[config.mk]
export PLATFORM = sky130hd
export DESIGN_NAME = gamma_pwm_frame_packer_core_flat
export DESIGN_NICKNAME = d
export VERILOG_FILES = /design/src/gpfp_pkg.sv /design/src/gpfp_if.sv /design/src/gpfp_gamma.sv /design/src/gamma_pwm_frame_packer_core.sv /design/src/flat_wrapper.sv
export VERILOG_INCLUDE_DIRS = /design/src /design/src/src
export SDC_FILE = /design/constraint.sdc
export NUM_CORES = 1
export LEC_CHECK = 0
export ABC_AREA = 1
export BUFFER_PORTS_ARGS = -buffer_cell sky130_fd_sc_hd__buf_2
export CORE_AREA = 2 2 243 245
export CTS_BUF_LIST = sky130_fd_sc_hd__clkbuf_4 sky130_fd_sc_hd__clkbuf_8
export CTS_CLUSTER_DIAMETER = 200
export CTS_CLUSTER_SIZE = 16
export DETAILED_ROUTE_END_ITERATION = 12
export DIE_AREA = 0 0 245 247
export PLACE_DENSITY = 0.52
export SLEW_MARGIN = 20
export SYNTH_ARGS = -nofsm -noshare
export SYNTH_HDL_FRONTEND = slang
export SYNTH_SLANG_ARGS = --single-unit
export TNS_END_PERCENT = 100
[constraint.sdc]
create_clock -name clk_i -period 6.35 [get_ports clk_i]
set_input_delay 1.27 -clock clk_i [delete_from_list [all_inputs] [get_ports clk_i]]
set_output_delay 1.27 -clock clk_i [all_outputs]
set_load 0.02 [all_outputs]
[src/gamma_pwm_frame_packer_core_assert.svh]
// Assertion macros used by the RTL of the frame packer core.
`ifndef GAMMA_PWM_FRAME_PACKER_CORE_ASSERT_SVH
`define GAMMA_PWM_FRAME_PACKER_CORE_ASSERT_SVH

// The consequent must hold in the same cycle as the antecedent.
`define GPFP_ASSERT_SAME(label, ante, cons, msg) \
  label: assert property (@(posedge clk_i) disable iff (!rst_ni) (ante) |-> (cons)) \
    else $error(msg);

// The consequent must hold in the cycle after the antecedent.
`define GPFP_ASSERT_NEXT(label, ante, cons, msg) \
  label: assert property (@(posedge clk_i) disable iff (!rst_ni) (ante) |=> (cons)) \
    else $error(msg);

`endif

[src/gpfp_pkg.sv]
package gpfp_pkg;

  localparam int unsigned PIXELS = 8;
  localparam int unsigned FRAME_PAIRS = (PIXELS / 2) < 1 ? 1 : (PIXELS / 2);
  localparam int unsigned PAIR_CNT_W = (FRAME_PAIRS > 1) ? $clog2(FRAME_PAIRS) : 1;

  localparam int unsigned CHAN_W = 8;
  localparam int unsigned GAMMA_W = 12;
  localparam int unsigned WORD_W = 6 * GAMMA_W;
  localparam int unsigned BYTES_PER_PAIR = WORD_W / 8;
  localparam int unsigned BYTE_CNT_W = $clog2(BYTES_PER_PAIR + 1);

  typedef struct packed {
    logic [CHAN_W-1:0] red;
    logic [CHAN_W-1:0] green;
    logic [CHAN_W-1:0] blue;
  } pixel_t;

  // A complete pixel pair as it waits for the serializer.
  typedef struct packed {
    pixel_t first;
    pixel_t second;
    logic   frame_end;
  } pair_t;

  // The packed gamma word of one pair and its latch marker.
  typedef struct packed {
    logic [WORD_W-1:0] word;
    logic              frame_end;
  } frame_word_t;

endpackage

[src/gpfp_if.sv]
interface gpfp_pix_if import gpfp_pkg::*; ();
  logic              valid;
  logic              ready;
  logic [CHAN_W-1:0] red;
  logic [CHAN_W-1:0] green;
  logic [CHAN_W-1:0] blue;

  modport source (output valid, output red, output green, output blue, input ready);
  modport sink (input valid, input red, input green, input blue, output ready);
endinterface

interface gpfp_byte_if;
  logic       valid;
  logic       ready;
  logic [7:0] out_byte;
  logic       latch_now;
  logic       last;

  modport source (output valid, output out_byte, output latch_now, output last,
                  input ready);
  modport sink (input valid, input out_byte, input latch_now, input last,
                output ready);
endinterface

[src/gpfp_gamma.sv]
module gpfp_gamma import gpfp_pkg::*; (
  input  pair_t       pair_i,
  output frame_word_t frame_o
);

  function automatic logic [GAMMA_W-1:0] gamma12(input logic [CHAN_W-1:0] v);
    logic [CHAN_W:0]       s;
    logic [2*CHAN_W+1:0]   sq;
    logic [GAMMA_W:0]      g;
    s  = {1'b0, v} + (CHAN_W+1)'(1);
    sq = s * s;
    g  = sq[GAMMA_W+4:4];
    gamma12 = g[GAMMA_W] ? {GAMMA_W{1'b1}} : g[GAMMA_W-1:0];
  endfunction

  assign frame_o.word = {gamma12(pair_i.first.blue), gamma12(pair_i.first.green),
                         gamma12(pair_i.first.red), gamma12(pair_i.second.blue),
                         gamma12(pair_i.second.green), gamma12(pair_i.second.red)};
  assign frame_o.frame_end = pair_i.frame_end;

endmodule

[src/gamma_pwm_frame_packer_core.sv]
// Data path: the second pixel of a pair is registered into the pair buffer; once the
// serializer is free the pair is loaded into the shift register, which offers its first
// byte, and the ninth byte follows as the receiver takes the eight before it.
// Throughput: nine bytes per pixel pair, one byte per cycle while the receiver is ready,
// set by the single byte-wide output port and its shift register.
// Reset clears the pair phase, the frame pair counter and all valid flags at once.
module gamma_pwm_frame_packer_core import gpfp_pkg::*; (
  input  logic clk_i,
  input  logic rst_ni,
  gpfp_pix_if.sink    pix_i,
  gpfp_byte_if.source byte_o
);

`include "gamma_pwm_frame_packer_core_assert.svh"

  logic                  phase_q, phase_d;
  pixel_t                held_q, held_d;
  pixel_t                cur_pix;
  pair_t                 pair_q, pair_d;
  logic                  pair_valid_q, pair_valid_d;
  logic [PAIR_CNT_W-1:0] pairs_q, pairs_d;
  logic [WORD_W-1:0]     word_q, word_d;
  logic [BYTE_CNT_W-1:0] cnt_q, cnt_d;
  logic                  latch_q, latch_d;
  frame_word_t           frame_w;
  logic                  in_take, second_take, out_take, load, frame_end;

  gpfp_gamma u_gamma (
    .pair_i  (pair_q),
    .frame_o (frame_w)
  );

  assign cur_pix = '{red: pix_i.red, green: pix_i.green, blue: pix_i.blue};

  assign pix_i.ready = !phase_q || !pair_valid_q;
  assign in_take     = pix_i.valid && pix_i.ready;
  assign second_take = in_take && phase_q;
  assign out_take    = byte_o.valid && byte_o.ready;
  assign frame_end   = (pairs_q == PAIR_CNT_W'(FRAME_PAIRS - 1));
  assign load        = pair_valid_q &&
                       ((cnt_q == '0) || ((cnt_q == BYTE_CNT_W'(1)) && byte_o.ready));

  always_comb begin
    phase_d      = phase_q;
    held_d       = held_q;
    pairs_d      = pairs_q;
    pair_d       = pair_q;
    pair_valid_d = pair_valid_q && !load;
    if (in_take) begin
      phase_d = !phase_q;
      if (!phase_q) begin
        held_d = cur_pix;
      end
    end
    if (second_take) begin
      pair_d       = '{first: held_q, second: cur_pix, frame_end: frame_end};
      pair_valid_d = 1'b1;
      pairs_d      = frame_end ? '0 : pairs_q + PAIR_CNT_W'(1);
    end
  end

  always_comb begin
    word_d  = word_q;
    cnt_d   = cnt_q;
    latch_d = latch_q;
    if (load) begin
      word_d  = frame_w.word;
      cnt_d   = BYTE_CNT_W'(BYTES_PER_PAIR);
      latch_d = frame_w.frame_end;
    end else if (out_take) begin
      word_d = {word_q[WORD_W-9:0], 8'h00};
      cnt_d  = cnt_q - BYTE_CNT_W'(1);
    end
  end

  always_ff @(posedge clk_i or negedge rst_ni) begin
    if (!rst_ni) begin
      phase_q      <= 1'b0;
      pairs_q      <= '0;
      pair_valid_q <= 1'b0;
      cnt_q        <= '0;
      held_q       <= '0;
    end else begin
      phase_q      <= phase_d;
      pairs_q      <= pairs_d;
      pair_valid_q <= pair_valid_d;
      cnt_q        <= cnt_d;
      held_q       <= held_d;
    end
  end

  always_ff @(posedge clk_i) begin
    pair_q  <= pair_d;
    word_q  <= word_d;
    latch_q <= latch_d;
  end

  assign byte_o.valid     = (cnt_q != '0);
  assign byte_o.out_byte  = word_q[WORD_W-1:WORD_W-8];
  assign byte_o.last      = (cnt_q == BYTE_CNT_W'(1));
  assign byte_o.latch_now = byte_o.last && latch_q;

  `GPFP_ASSERT_SAME(a_latch_on_last, byte_o.valid && byte_o.latch_now, byte_o.last,
    "latch flag raised on a byte other than the ninth")
  `GPFP_ASSERT_SAME(a_pairs_in_range, 1'b1, pairs_q <= PAIR_CNT_W'(FRAME_PAIRS - 1),
    "frame pair counter out of range")
  `GPFP_ASSERT_NEXT(a_pair_held, pair_valid_q && !load, pair_valid_q && $stable(pair_q),
    "waiting pixel pair lost or changed")
  `GPFP_ASSERT_NEXT(a_drain_idle, out_take && byte_o.last && !pair_valid_q, !byte_o.valid,
    "byte offered with no pair loaded")
  `GPFP_ASSERT_NEXT(a_load_full, load, cnt_q == BYTE_CNT_W'(BYTES_PER_PAIR),
    "serializer not loaded with a full pair")

endmodule

[src/flat_wrapper.sv]
// flat-port wrapper written by rule: the top's interface ports become plain ports
module gamma_pwm_frame_packer_core_flat import gpfp_pkg::*;
  (clk_i, rst_ni, pix_i_valid, pix_i_red, pix_i_green, pix_i_blue, pix_i_ready, byte_o_valid, byte_o_out_byte, byte_o_latch_now, byte_o_last, byte_o_ready);
  gpfp_pix_if pix_i_i ();
  gpfp_byte_if byte_o_i ();
  input  logic clk_i;
  input  logic rst_ni;
  input wire logic [$bits(pix_i_i.valid)-1:0] pix_i_valid;
  input wire logic [$bits(pix_i_i.red)-1:0] pix_i_red;
  input wire logic [$bits(pix_i_i.green)-1:0] pix_i_green;
  input wire logic [$bits(pix_i_i.blue)-1:0] pix_i_blue;
  output wire logic [$bits(pix_i_i.ready)-1:0] pix_i_ready;
  output wire logic [$bits(byte_o_i.valid)-1:0] byte_o_valid;
  output wire logic [$bits(byte_o_i.out_byte)-1:0] byte_o_out_byte;
  output wire logic [$bits(byte_o_i.latch_now)-1:0] byte_o_latch_now;
  output wire logic [$bits(byte_o_i.last)-1:0] byte_o_last;
  input wire logic [$bits(byte_o_i.ready)-1:0] byte_o_ready;
  assign pix_i_i.valid = pix_i_valid;
  assign pix_i_i.red = pix_i_red;
  assign pix_i_i.green = pix_i_green;
  assign pix_i_i.blue = pix_i_blue;
  assign pix_i_ready = pix_i_i.ready;
  assign byte_o_valid = byte_o_i.valid;
  assign byte_o_out_byte = byte_o_i.out_byte;
  assign byte_o_latch_now = byte_o_i.latch_now;
  assign byte_o_last = byte_o_i.last;
  assign byte_o_i.ready = byte_o_ready;
  gamma_pwm_frame_packer_core u_core (.clk_i(clk_i), .rst_ni(rst_ni), .pix_i(pix_i_i), .byte_o(byte_o_i));
endmodule
==> run_results.csv <==
group,metric,value,unit
status,status,"finished, final reports clean",
synth,ys_seq_area_share,22.2,%
routing,num_vias,15653,
critical_path,cp.required,6.56,ns
timing,post-route-min-period,5.74,ns
clock_tree,cts_sinks,154,
timing,finalHoldViolations,0,
placement,dp_hpwl,38.1,mm
layout,final_cell_area,21700,sq um
critical_path,path_max_fanout,9,
layout,drive_gt1_share,5.36,%
clock_tree,cts-root-buf,"clkbuf_8",
routing,drc,0,
routing,detailedRoute.firstPassIterationCount,6,
floorplanning,die_area,60500,sq um
critical_path,worstSetupEndpointType,"flop",
layout,area_delta_synth_final,7.88,%
grt,globalRouteOverflowTotal,0,
timing,fin_worst_skew,0.0219,ns
critical_path,criticalPathCategory,"flop to flop",
timing,rsz0062_at_grt,"false",
clock_tree,cts_buffers,17,
critical_path,startpoint_type,"flop",
clock_tree,cts_buffer_depth,2,
synth,syn_area_per_cell,7.61,sq um
timing,fmax,0.174,GHz
timing,slew_headroom,39.2,%
routing,antenna_left,0,
clock_tree,tritoncts,"done",
grt,antenna_found_initial,1,
floorplanning,num_rows,89,
placement,port_buffers,39,
layout,postLayoutCoreUtil,37.3,%
critical_path,worstPathArrival,5.96,ns
clock_tree,path_clk_slew,0.11,ns
synth,synth-edff-count,122,
routing,drt-total-wl,44.7,mm
grt,grt_use_total,15.7,%
grt,grt_pass1_vias,15996,
clock_tree,clk_latency,0.47,ns
timing,worst_pin_slew,0.912,ns
floorplanning,io-pin-count,40,
synth,synthFlopType,"edfxtp_1",
synth,async_flop_share,20.8,%
floorplanning,fp.dieH,247,microns
clock_tree,postCtsResizedCells,0,
floorplanning,core_region_area,58200,sq um
timing,setup_violations,0,
floorplanning,die_width,245,microns
timing,maxSlewViolCount,0,
grt,grt_max_degree,53,
layout,nets,3137,
timing,setup_tns,0,ns
job,max-cap-violations,0,
synth,ys_seq_elements,154,
grt,grt_pass1_wl,77.3,mm
layout,fillers,6157,
placement,place_area,21300,sq um
clock_tree,post-cts-setup-buffers,0,
placement,place.gp.congestion,0.869,
synth,syn_inst,2643,
timing,finalCritPeriodShare,90.4,%
routing,drtIter0Drc,808,
synth,syn_area,20100,sq um
hold_path,hp-class,"flop to flop",
clock_tree,cts_hold_buf,0,
synth,synth_warnings,0,
synth,synthDistinctLibCells,35,
clock_tree,ctsHtreeMaxLevel,4,
routing,viasPerCell,4.48,
floorplanning,start_util,34.5,%
routing,wl_per_cell,12.8,microns
## through the flow
step	instances	hold slack, ns	setup slack, ns
final	3497	0.451	0.607
after global routing	3497	0.467	0.0748
after CTS	3496	0.454	0.594
after detailed placement	3464	0.431	0.643
after global placement	3464	0.426	0.745
after floorplan	2671	0.400	1.19
## worst paths after layout
path | start | endpoint | slack (ns) | depth (start not counted)
max | u_core.pair_q[17] | u_core.word_q[4] | 0.61 | 26
min in group asynchronous | rst_ni | u_core.held_q[6] | 0.91 | 1
min | u_core.held_q[4] | u_core.pair_q[29] | 0.45 | 0
max reg2reg | u_core.pair_q[17] | u_core.word_q[4] | 0.61 | 26
min reg2reg | u_core.held_q[4] | u_core.pair_q[29] | 0.45 | 0
max in group asynchronous | rst_ni | u_core.held_q[16] | 4.84 | 1
## worst max-delay path, stage by stage (launching register included)
cell and delay (ns):
edfxtp_1 0.51, ha_1 0.21, nand2_1 0.07, inv_1 0.13, nand3_1 0.12, o21bai_2 0.19, nand2_1 0.25, nor2_1 0.22
inv_1 0.09, fa_1 0.59, inv_1 0.07, fa_1 0.50, inv_1 0.05, fa_1 0.46, fa_1 0.54, inv_1 0.04
ha_1 0.34, nand2_1 0.09, nand2_1 0.06, nor2_1 0.20, inv_1 0.08, nand2_1 0.09, nand3_1 0.08, nand3_2 0.12
nand2_2 0.11, o21ai_0 0.21, inv_1 0.06
## cell families (layout without fill, tap and decap cells)
| logic type | count (synthesis) | count (layout) | synth area share [%] |
|---|---|---|---|
| other | 2 | 31 | 0.0373 |
| AND/OR/NAND/NOR | 1118 | 1118 | 22.7 |
| adder cells (fa/ha/maj) | 399 | 399 | 32.4 |
| buffers and inverters | 746 | 798 | 14.2 |
| XOR/XNOR | 73 | 73 | 3.29 |
| flip-flops | 154 | 154 | 22.2 |
| multiplexers | 26 | 26 | 1.44 |
| AO/OA/AOI/OAI | 125 | 125 | 3.70 |
## synth_stat cells (3+ instances only)
cell / instances / area [sq um]
a21o_1: 7 / 52.6
a21oi_1: 45 / 225
buf_2: 12 / 60.1
buf_4: 10 / 75.1
clkbuf_1: 7 / 26.3
dfrtp_1: 32 / 801
edfxtp_1: 122 / 3660
fa_1: 204 / 4080
ha_1: 195 / 2440
inv_1: 712 / 2670
inv_2: 5 / 18.8
mux2_2: 24 / 270
nand2_1: 604 / 2270
nand2_2: 12 / 75.1
nand3_1: 133 / 666
nand3b_1: 7 / 52.6
nand4_1: 27 / 169
nor2_1: 316 / 1190
nor2_2: 4 / 25.0
nor2_4: 3 / 33.8
o21ai_0: 31 / 155
o21ai_1: 4 / 20.0
o21bai_1: 34 / 255
or2_2: 7 / 43.8
xnor2_1: 27 / 236
xor2_1: 43 / 377
xor2_2: 3 / 48.8
## cell type report
type / instances / area [sq um] / share of cell area [%]
clock buffer: 17 / 234 / 1.08
tap: 773 / 967 / 4.46
multi-input combinational: 1771 / 12900 / 59.5
clock inverter: 15 / 166 / 0.767
sequential: 154 / 4460 / 20.6
inverter: 717 / 2690 / 12.4
timing repair buffer: 49 / 270 / 1.25
antenna: 1 / 2.50 / 0.0115
## layer usage
metal	track usage [%]	part of all wire [%]	vias to the layer above
li1	-	-	7995
met1	20.7	48	7442
met2	27.6	49	181
met3	1.45	2.2	35
met4	3.62	1.5	0
met5	0	0	-
## layout by cell type, fill, tap and decap left out, types with 10 or more instances in the layout
| master | instances |
|---|---|
| ha_1 | 195 |
| conb_1 | 30 |
| o21ai_0 | 31 |
| inv_1 | 710 |
| xnor2_1 | 27 |
| mux2_2 | 24 |
| fa_1 | 204 |
| edfxtp_1 | 122 |
| nand2_2 | 12 |
| buf_2 | 39 |
| clkbuf_8 | 17 |
| nor2_1 | 316 |
| xor2_1 | 43 |
| dfrtp_1 | 32 |
| nand2_1 | 604 |
| buf_4 | 10 |
| o21bai_1 | 34 |
| nand4_1 | 27 |
| a21oi_1 | 45 |
| nand3_1 | 133 |
## flip-flops by register name, summed over array words and instances, names as in the netlist
name,cells
u_core.pair_valid_q,1
u_core.held_q,24
u_core.word_q,72
u_core.cnt_q,4
u_core.latch_q,1
u_core.pairs_q,2
u_core.pair_q,49
u_core.phase_q,1
Power is left out: the tool's default activity adds up to more than one toggle a clock period on the data nets, which glitch-free logic cannot reach.
